`src/sv/nfp_pkg.sv`:
```
`timescale 1ns / 1ps
// ----------------------------------------------------------------------------
// nfp_pkg: shared types and constants of the Newton fractal pixel iterator
// Holds the transaction structs, configuration layout, datapath command set
// and the micro-program of one Newton step.
// ----------------------------------------------------------------------------
package nfp_pkg;

	localparam int BAILOUT_DEF   = 16;
	localparam int FRAC_BITS_DEF = 28;

	localparam int ADDR_W = 6;
	localparam int DATA_W = 64;
	localparam int CNT_W  = 16;
	localparam int PC_W   = 4;
	localparam int CMP_W  = 96;

	localparam logic [63:0]      COEF3_RST = 64'h1000_0000_0000_0000;
	localparam logic [63:0]      COEF0_RST = 64'hF000_0000_0000_0000;
	localparam logic [63:0]      RELAX_RST = 64'h1000_0000_0000_0000;
	localparam logic [CNT_W-1:0] LIMIT_RST = 16'd256;
	localparam logic [1:0]       MODE_RST  = 2'b10;

	typedef enum logic [2:0] {
		REG_COEF3 = 3'd0,
		REG_COEF2 = 3'd1,
		REG_COEF1 = 3'd2,
		REG_COEF0 = 3'd3,
		REG_RELAX = 3'd4,
		REG_START = 3'd5,
		REG_LIMIT = 3'd6,
		REG_MODE  = 3'd7
	} reg_idx_t;

	typedef struct packed {
		logic signed [31:0] re;
		logic signed [31:0] im;
	} cpx_t;

	typedef struct packed {
		logic signed [31:0] pixel_re;
		logic signed [31:0] pixel_im;
	} pixel_t;

	typedef struct packed {
		logic               status;
		logic [CNT_W-1:0]   iterations;
		logic signed [31:0] newest_re;
		logic signed [31:0] newest_im;
		logic signed [31:0] middle_re;
		logic signed [31:0] middle_im;
		logic signed [31:0] oldest_re;
		logic signed [31:0] oldest_im;
	} result_t;

	typedef struct packed {
		cpx_t a3;
		cpx_t a2;
		cpx_t a1;
		cpx_t a0;
		cpx_t rel;
		cpx_t start_pt;
		logic nova;
		logic from_pixel;
	} cfg_t;

	typedef enum logic [2:0] {
		OP_INIT,
		OP_CADD,
		OP_CSUB,
		OP_CMUL,
		OP_DIV,
		OP_PUSH,
		OP_CONV
	} op_t;

	typedef enum logic [3:0] {
		SEL_Z,
		SEL_T,
		SEL_Q,
		SEL_C,
		SEL_F,
		SEL_D,
		SEL_A3,
		SEL_A2,
		SEL_A1,
		SEL_A0,
		SEL_R,
		SEL_D0,
		SEL_D1,
		SEL_D2
	} sel_t;

	typedef struct packed {
		logic valid;
		op_t  op;
		sel_t a;
		sel_t b;
		sel_t dst;
	} cmd_t;

	typedef struct packed {
		logic done;
		logic conv;
		logic d_zero;
	} dp_status_t;

	typedef struct packed {
		op_t  op;
		sel_t a;
		sel_t b;
		sel_t dst;
		logic nova_only;
		logic zero_check;
		logic last;
	} prog_t;

	// One Newton step: Horner for p and p', zero test, divide, relax, nova add,
	// shift the orbit, convergence test.
	function automatic prog_t prog_entry(input logic [PC_W-1:0] pc);
		prog_t e;
		unique case (pc)
			4'd0:    e = '{OP_CMUL, SEL_A3, SEL_Z,  SEL_T, 1'b0, 1'b0, 1'b0};
			4'd1:    e = '{OP_CADD, SEL_T,  SEL_A2, SEL_T, 1'b0, 1'b0, 1'b0};
			4'd2:    e = '{OP_CMUL, SEL_T,  SEL_Z,  SEL_T, 1'b0, 1'b0, 1'b0};
			4'd3:    e = '{OP_CADD, SEL_T,  SEL_A1, SEL_T, 1'b0, 1'b0, 1'b0};
			4'd4:    e = '{OP_CMUL, SEL_T,  SEL_Z,  SEL_T, 1'b0, 1'b0, 1'b0};
			4'd5:    e = '{OP_CADD, SEL_T,  SEL_A0, SEL_F, 1'b0, 1'b0, 1'b0};
			4'd6:    e = '{OP_CMUL, SEL_D0, SEL_Z,  SEL_T, 1'b0, 1'b0, 1'b0};
			4'd7:    e = '{OP_CADD, SEL_T,  SEL_D1, SEL_T, 1'b0, 1'b0, 1'b0};
			4'd8:    e = '{OP_CMUL, SEL_T,  SEL_Z,  SEL_T, 1'b0, 1'b0, 1'b0};
			4'd9:    e = '{OP_CADD, SEL_T,  SEL_D2, SEL_D, 1'b0, 1'b0, 1'b0};
			4'd10:   e = '{OP_DIV,  SEL_F,  SEL_D,  SEL_Q, 1'b0, 1'b1, 1'b0};
			4'd11:   e = '{OP_CMUL, SEL_R,  SEL_Q,  SEL_T, 1'b0, 1'b0, 1'b0};
			4'd12:   e = '{OP_CSUB, SEL_Z,  SEL_T,  SEL_T, 1'b0, 1'b0, 1'b0};
			4'd13:   e = '{OP_CADD, SEL_T,  SEL_C,  SEL_T, 1'b1, 1'b0, 1'b0};
			4'd14:   e = '{OP_PUSH, SEL_T,  SEL_T,  SEL_Z, 1'b0, 1'b0, 1'b0};
			default: e = '{OP_CONV, SEL_Z,  SEL_Z,  SEL_Z, 1'b0, 1'b0, 1'b1};
		endcase
		return e;
	endfunction

endpackage

```
`src/sv/nfp_ctrl.sv`:
```
`timescale 1ns / 1ps
// ----------------------------------------------------------------------------
// nfp_ctrl: iteration controller
// Steps through the Newton micro-program, counts steps and decides when a
// pixel is finished.
// ----------------------------------------------------------------------------
module nfp_ctrl import nfp_pkg::*; (
	input  logic             clk,
	input  logic             arst_n,
	input  logic             start,
	input  logic [CNT_W-1:0] iteration_limit,
	input  logic             nova,
	input  dp_status_t       dp_status,
	output cmd_t             cmd,
	output logic             busy,
	output logic             done,
	output logic             status,
	output logic [CNT_W-1:0] iterations
);

	typedef enum logic [3:0] {
		S_IDLE   = 4'b0001,
		S_ISSUE  = 4'b0010,
		S_WAIT   = 4'b0100,
		S_FINISH = 4'b1000
	} state_t;

	state_t           state_q, state_d;
	logic [PC_W-1:0]  pc_q, pc_d;
	logic [CNT_W-1:0] count_q, count_d, count_inc;
	logic             status_q, status_d;
	prog_t            entry;

	assign entry     = prog_entry(pc_q);
	assign count_inc = count_q + 1'b1;

	always_comb begin
		state_d  = state_q;
		pc_d     = pc_q;
		count_d  = count_q;
		status_d = status_q;
		cmd      = '{1'b0, entry.op, entry.a, entry.b, entry.dst};
		unique case (state_q)
			S_IDLE: begin
				cmd = '{start, OP_INIT, SEL_Z, SEL_Z, SEL_Z};
				if (start) begin
					pc_d     = '0;
					count_d  = '0;
					status_d = 1'b0;
					state_d  = (iteration_limit == '0) ? S_FINISH : S_ISSUE;
				end
			end
			S_ISSUE: begin
				if (entry.zero_check && dp_status.d_zero) begin
					status_d = 1'b1;
					state_d  = S_FINISH;
				end else if (entry.nova_only && !nova) begin
					pc_d = pc_q + 1'b1;
				end else begin
					cmd.valid = 1'b1;
					state_d   = S_WAIT;
				end
			end
			S_WAIT: begin
				if (dp_status.done) begin
					if (entry.last) begin
						count_d = count_inc;
						pc_d    = '0;
						state_d = (dp_status.conv || count_inc == iteration_limit) ?
							S_FINISH : S_ISSUE;
					end else begin
						pc_d    = pc_q + 1'b1;
						state_d = S_ISSUE;
					end
				end
			end
			S_FINISH: state_d = S_IDLE;
			default:  state_d = S_IDLE;
		endcase
	end

	always_ff @(posedge clk or negedge arst_n) begin
		if (!arst_n) begin
			state_q  <= S_IDLE;
			pc_q     <= '0;
			count_q  <= '0;
			status_q <= 1'b0;
		end else begin
			state_q  <= state_d;
			pc_q     <= pc_d;
			count_q  <= count_d;
			status_q <= status_d;
		end
	end

	assign busy       = (state_q != S_IDLE);
	assign done       = (state_q == S_FINISH);
	assign status     = status_q;
	assign iterations = count_q;

endmodule

```
`config.mk`:
```
export PLATFORM = sky130hd
export DESIGN_NAME = nfp_ctrl
export DESIGN_NICKNAME = d
export VERILOG_FILES = /design/src/sv/nfp_pkg.sv /design/src/sv/nfp_ctrl.sv
export SDC_FILE = /design/constraint.sdc
export NUM_CORES = 1
export LEC_CHECK = 0
export ABC_CLOCK_PERIOD_IN_PS = 2400
export BUFFER_PORTS_ARGS = -buffer_cell sky130_fd_sc_hd__buf_2
export CORE_ASPECT_RATIO = 0.8
export CORE_MARGIN = 1.5
export CORE_UTILIZATION = 45
export CTS_BUF_LIST = sky130_fd_sc_hd__clkbuf_16
export CTS_CLUSTER_DIAMETER = 120
export CTS_CLUSTER_SIZE = 10
export DETAILED_ROUTE_END_ITERATION = 7
export GPL_TIMING_DRIVEN = 0
export PLACE_DENSITY = 0.76
export SYNTH_ARGS = -nofsm -noshare
export SYNTH_HDL_FRONTEND = slang
export SYNTH_SLANG_ARGS = --single-unit
```
`constraint.sdc`:
```
create_clock -name clk -period 2.4 [get_ports clk]
set_input_delay 0.36 -clock clk [delete_from_list [all_inputs] [get_ports clk]]
set_output_delay 0.36 -clock clk [all_outputs]
set_load 0.01 [all_outputs]
```
# After elaboration in Yosys (flattened, before gate mapping)
# Memory sizes are Yosys's and may differ from the RTL's.
# Cells that the tools add are included.
dict set report classes {
  n_addsub 2
  n_eq_ne 13
  muxes 25
  reduce_logical 12
}
# cell n
set ops {}
lappend ops {{2-to-1 mux 16 bit} 3}
lappend ops {{2-to-1 mux 4 bit} 12}
lappend ops {{one-hot mux 16 bit (2 select lines)} 1}
lappend ops {{one-hot mux 4 bit (3 select lines)} 2}
lappend ops {{adder 16 x 1 -> 16 bit, second input constant} 1}
lappend ops {{equality test 16 bit} 1}
lappend ops {{logical NOT 16 bit} 1}
lappend ops {{2-to-1 mux 15 bit} 1}
lappend ops {{inequality test 2 bit, second input constant} 6}
lappend ops {{AND reduction 3 bit} 2}
lappend ops {{AND reduction 5 bit} 1}
lappend ops {{adder 4 x 1 -> 4 bit, second input constant} 1}
lappend ops {{equality test 4 x 1 -> 1 bit, second input constant} 1}
lappend ops {{equality test 4 x 2 -> 1 bit, second input constant} 1}
lappend ops {{equality test 4 x 3 -> 1 bit, second input constant} 1}
lappend ops {{equality test 4 bit, second input constant} 1}
lappend ops {{2-to-1 mux 1 bit} 4}
lappend ops {{inequality test 4 x 1 -> 1 bit, second input constant} 1}
lappend ops {{one-hot mux 1 bit (2 select lines)} 2}
lappend ops {{AND reduction 4 bit} 1}
lappend ops {{nonzero test 2 bit} 2}
lappend ops {{inequality test 3 bit, second input constant} 1}
lappend ops {{nonzero test 3 bit} 1}
lappend ops {{logical AND 1 bit} 2}
lappend ops {{other kinds (2)} 2}
dict set report totals {
  regBits 25
  mem_bits_ro 272
  in_bits 23
  output_inout_bits 35
  elab_cells 57
  n_memories 1
}
# memory words width read_ports rd_clocked_by_memory_dff write_ports line
set mem_list {}
lappend mem_list {{(no name shown)} 16 17 1 0 0 nfp_pkg.sv:122} ;# unique case (pc)

# Logic depth before layout (Yosys ltp)
dict set report depth {
  depth_word 7
  mapped_depth 8
  mapped_depth_nobuf 8
}

# Worst setup path before layout
# No wires, ideal clock.
dict set report synth_timing {
  path_kind {register -> register}
  startpoint {register count_q[0], in the netlist iterations[0]}
  endpoint {register state_q[1]}
  setup_ns 0.121
  arrival_time_ns 1.958
  t_required_ns 2.279
  path_slack_ns 0.321
  stages_incl_launch_ff 9
  path_buffers 0
  synth_period_minus_slack_ns 2.079
  cell_sequence {dfrtp_1 ha_1 nand2_2 nor4_4 o32a_1 nand4_1 a211oi_1 nand3_1 a22o_1}
}
dict set report synth_between {
  elab_chain_cells 7
}
# item line
set synth_rtl {}
lappend synth_rtl {{start: declaration} nfp_ctrl.sv:30} ;# logic [CNT_W-1:0] count_q, count_d, count_inc;
lappend synth_rtl {{start signal: assignment} nfp_ctrl.sv:91} ;# count_q <= count_d;
lappend synth_rtl {{adder 16 x 1 -> 16 bit} nfp_ctrl.sv:35} ;# assign count_inc = count_q + 1'b1;
lappend synth_rtl {{equality test 16 bit} nfp_ctrl.sv:69} ;# state_d = (dp_status.conv || count_inc == iteration_limit) ?
lappend synth_rtl {{logical OR 1 bit} nfp_ctrl.sv:69}
lappend synth_rtl {{2-to-1 mux 4 bit} nfp_ctrl.sv:69}
lappend synth_rtl {{2-to-1 mux 4 bit} nfp_ctrl.sv:66} ;# if (entry.last) begin
lappend synth_rtl {{2-to-1 mux 4 bit} nfp_ctrl.sv:65} ;# if (dp_status.done) begin
lappend synth_rtl {{one-hot mux 4 bit (3 select lines)} nfp_ctrl.sv:43} ;# unique case (state_q)
lappend synth_rtl {{end signal: assignment} nfp_ctrl.sv:89} ;# state_q <= state_d;
lappend synth_rtl {{end: declaration} nfp_ctrl.sv:28} ;# state_t state_q, state_d;
# Every way passes these cells. The select of a mux whose other input is x is not followed.
# A chain may end at the register's enable or synchronous reset.

# Final worst setup path
dict set report layout_timing {
  startpoint {register count_q[8], in the netlist iterations[8]}
  endpoint {register state_q[1]}
}
# Same word-level chain as after synthesis.

==> results.cfg <==
[outcome]
outcome = finished clean

[clock_tree]
cts_tree = done
clock-root-buffer = clkbuf_16
clockBufferDepth = 2
numCtsBuffers = 3
h-tree-depth = 1
clock_latency_ns = 0.26
path_clk_slew_ns = 0.06
numClockSinks = 25
ctsHoldBuffers = 0

[sta]
hold_violations = 0
fin_ws_ns = 0.1033
fmax_ghz = 0.4354
finalClockSkew_ns = 0.001984
fin_crit_sh = 0.9570
hold-worst-slack_ns = 0.09209
finalSetupTns_ns = 0
tightest_slew_ns = 0.5708
relSlewSlack = 0.6195
rsz0062_at_grt = false
finalSetupViolCount = 0
fin_crit_ns = 2.297
maxSlewViolCount = 0

[pwr]
intPower_mw = 1.022
p_switching_mw = 0.6512
pwr-share-comb = 0.472
power.share.switching = 0.3892
seq_power_share = 0.307
peakVddDrop_mv = 0.3669
pwr_density_cell_mw_per_mm2 = 602.6
power_mw = 1.673
p_clk_frac = 0.220
p_leak_nw = 1.276

[route]
vias_per_cell = 6.018
dr.pass1.iters = 5
ant_nets = 0
drtIter0Drc = 192
wl_per_cell_um = 15.32
wl_um = 6129
vias = 2407
drc = 0

[floorplan]
core_area_sq_mm = 0.004735
rows = 22
die-area_sq_mm = 0.005508
chipHeight_um = 66.68
initial_core_util = 0.4818
dieWidth_um = 82.60
io_pins = 58

[synth]
yosysWarnings = 0
yosysSeqAreaShare = 0.2748
synth_nets = 309
synth_top_area_share = 0.2633
yosys.area.top_type = dfrtp_1
ys.flop_type = dfrtp_1
synth.most_common_cell = nor2_1
netlist_area_sq_mm = 0.002281
synth_edf_count = 0
async_reset_ff_frac = 1.000
synthCells = 277
synth_area_per_cell_sq_um = 8.234
ys_top_cells_by_count = nor2_1, o21ai_0, dfrtp_1, nand2_1, xnor2_1
ys_top_cells_by_area = dfrtp_1, xnor2_1, o21ai_0
synth_cell_type_count = 58
synth_seq_cells = 25

[finish]
fin_cells = 400
stdcell_area_sq_mm = 0.002776
nFillCells = 429
antenna_cells = 0
finish.utilization = 0.5864
drive_above_1_share = 0.2882
syn2layout_area_growth_pct = 21.72
fin_nets = 373

[placed_design]
place_ws_ns = -0.02291
port_buffers = 56
placed_area_sq_mm = 0.002636
dp.cells = 393
hpwlAfterDp_um = 4621
gp_congestion = 0.8867

[grt]
grt_use_total = 0.2348
grt_overflow = 0
first_global_vias = 2110
antenna_found_initial = 0
grt_pass1_wl_um = 9922
grt_max_degree = 26

[critical_path]
slowest_delay_ns = 0.52
cp_max_fo = 7
path_buf_inv = 0
crit_family = simple AND/OR/NAND/NOR gates
critPathKind = reg -> reg
cp.required_ns = 2.55
crit_path_end_kind = flop
slowest_stage = dfrtp_1
crit_chain = nand4_2 > nor4_4 > o32a_1 > nand4_1 > a211oi_1 > nand3_1 > a22o_1
cp.arrival_ns = 2.44
cp-start-kind = flop

[worst_hold_path]
hp-class = in -> async

[flow_run]
max_cap_viol_count = 0
[power by group through the flow]
stage / sequential, mW / combinational, mW / clock (mW)
2_1_floorplan: 0.509 / 0.497 / 0
3_3_place_gp: 0.518 / 0.725 / 0
3_5_place_dp: 0.521 / 0.738 / 0
4_1_cts: 0.513 / 0.747 / 0.373
5_1_grt: 0.519 / 0.870 / 0.389
6_report: 0.514 / 0.790 / 0.368
[repair_timing]
item | 4_1_cts | 5_1_grt
buffers inserted | 0 | 3
resized for setup | 3 | 10
endpoints found under the hold margin | 0 | 0
setup endpoints to repair | 7 | 14
pin swaps | 0 | 2
[cells by family (layout without fill, tap and decap cells)]
group | after synthesis | count (layout) | share of synthesized area
xor gates and xnor gates | 22 | 22 | 0.08447
buffers and inverters | 21 | 84 | 0.04882
DFF | 25 | 25 | 0.2748
other | 1 | 1 | 0.001644
AOI/OAI and AO/OA | 78 | 78 | 0.2161
and+or+nand+nor | 117 | 117 | 0.3061
adders and majority gates | 9 | 9 | 0.04937
muxes | 4 | 4 | 0.01865
[layout by cell type (no fill, tap or decap), types with 3 or more instances in the layout]
cell       instances
a21oi_1           12
o41ai_1            3
nand2b_1           7
nor4_1             6
o21ai_0           25
ha_1               8
xor2_1             6
nand3_1            6
nand2_1           24
nor3_1             5
dfrtp_1           22
xnor2_1           16
clkbuf_16          3
clkbuf_1           3
and2_1             5
inv_1              9
o31ai_1            4
a211oi_1           9
a31oi_1            5
buf_4              5
buf_6              3
nor2_1            28
and3_1             5
buf_2             58
clkbuf_2           3
nand4_1            7
o21ai_1            7
[cell type report]
type	instances	area [sq um]	share of cell area
tap	60	75.07	0.02704
timing repair buffer	59	302.8	0.1091
clock inverter	1	3.754	0.001352
clock buffer	3	75.07	0.02704
sequential	25	629.4	0.2267
buffer	13	85.08	0.03064
inverter	8	30.03	0.01082
multi-input combinational	231	1575	0.5674
[worst paths after layout]
path / from / to / slack (ns) / depth (start not counted)
worst max-delay path: iterations[8] / state_q[1] / 0.10 / 7
worst min-delay path: arst_n / state_q[1] / 0.09 / 1
worst max register to register: iterations[8] / state_q[1] / 0.10 / 7
worst min register to register: status / status / 0.48 / 1
max in group asynchronous: arst_n / iterations[0] / 1.90 / 1
min in group clk: dp_status[2] / state_q[2] / 0.34 / 2
[flip-flops by register name (all words and copies together), names as in the netlist]
name and cells:
iterations 16, status 1, pc_q 4, state_q 4
[layer usage]
layer / share of wire / track usage / vias up
li1: - / - / 1148
met1: 0.48 / 0.3526 / 1161
met2: 0.43 / 0.3455 / 92
met3: 0.072 / 0.04658 / 6
met4: 0.0090 / 0.04583 / 0
met5: 0 / 0 / -
Note: power is estimated with default switching activity, not from simulation.
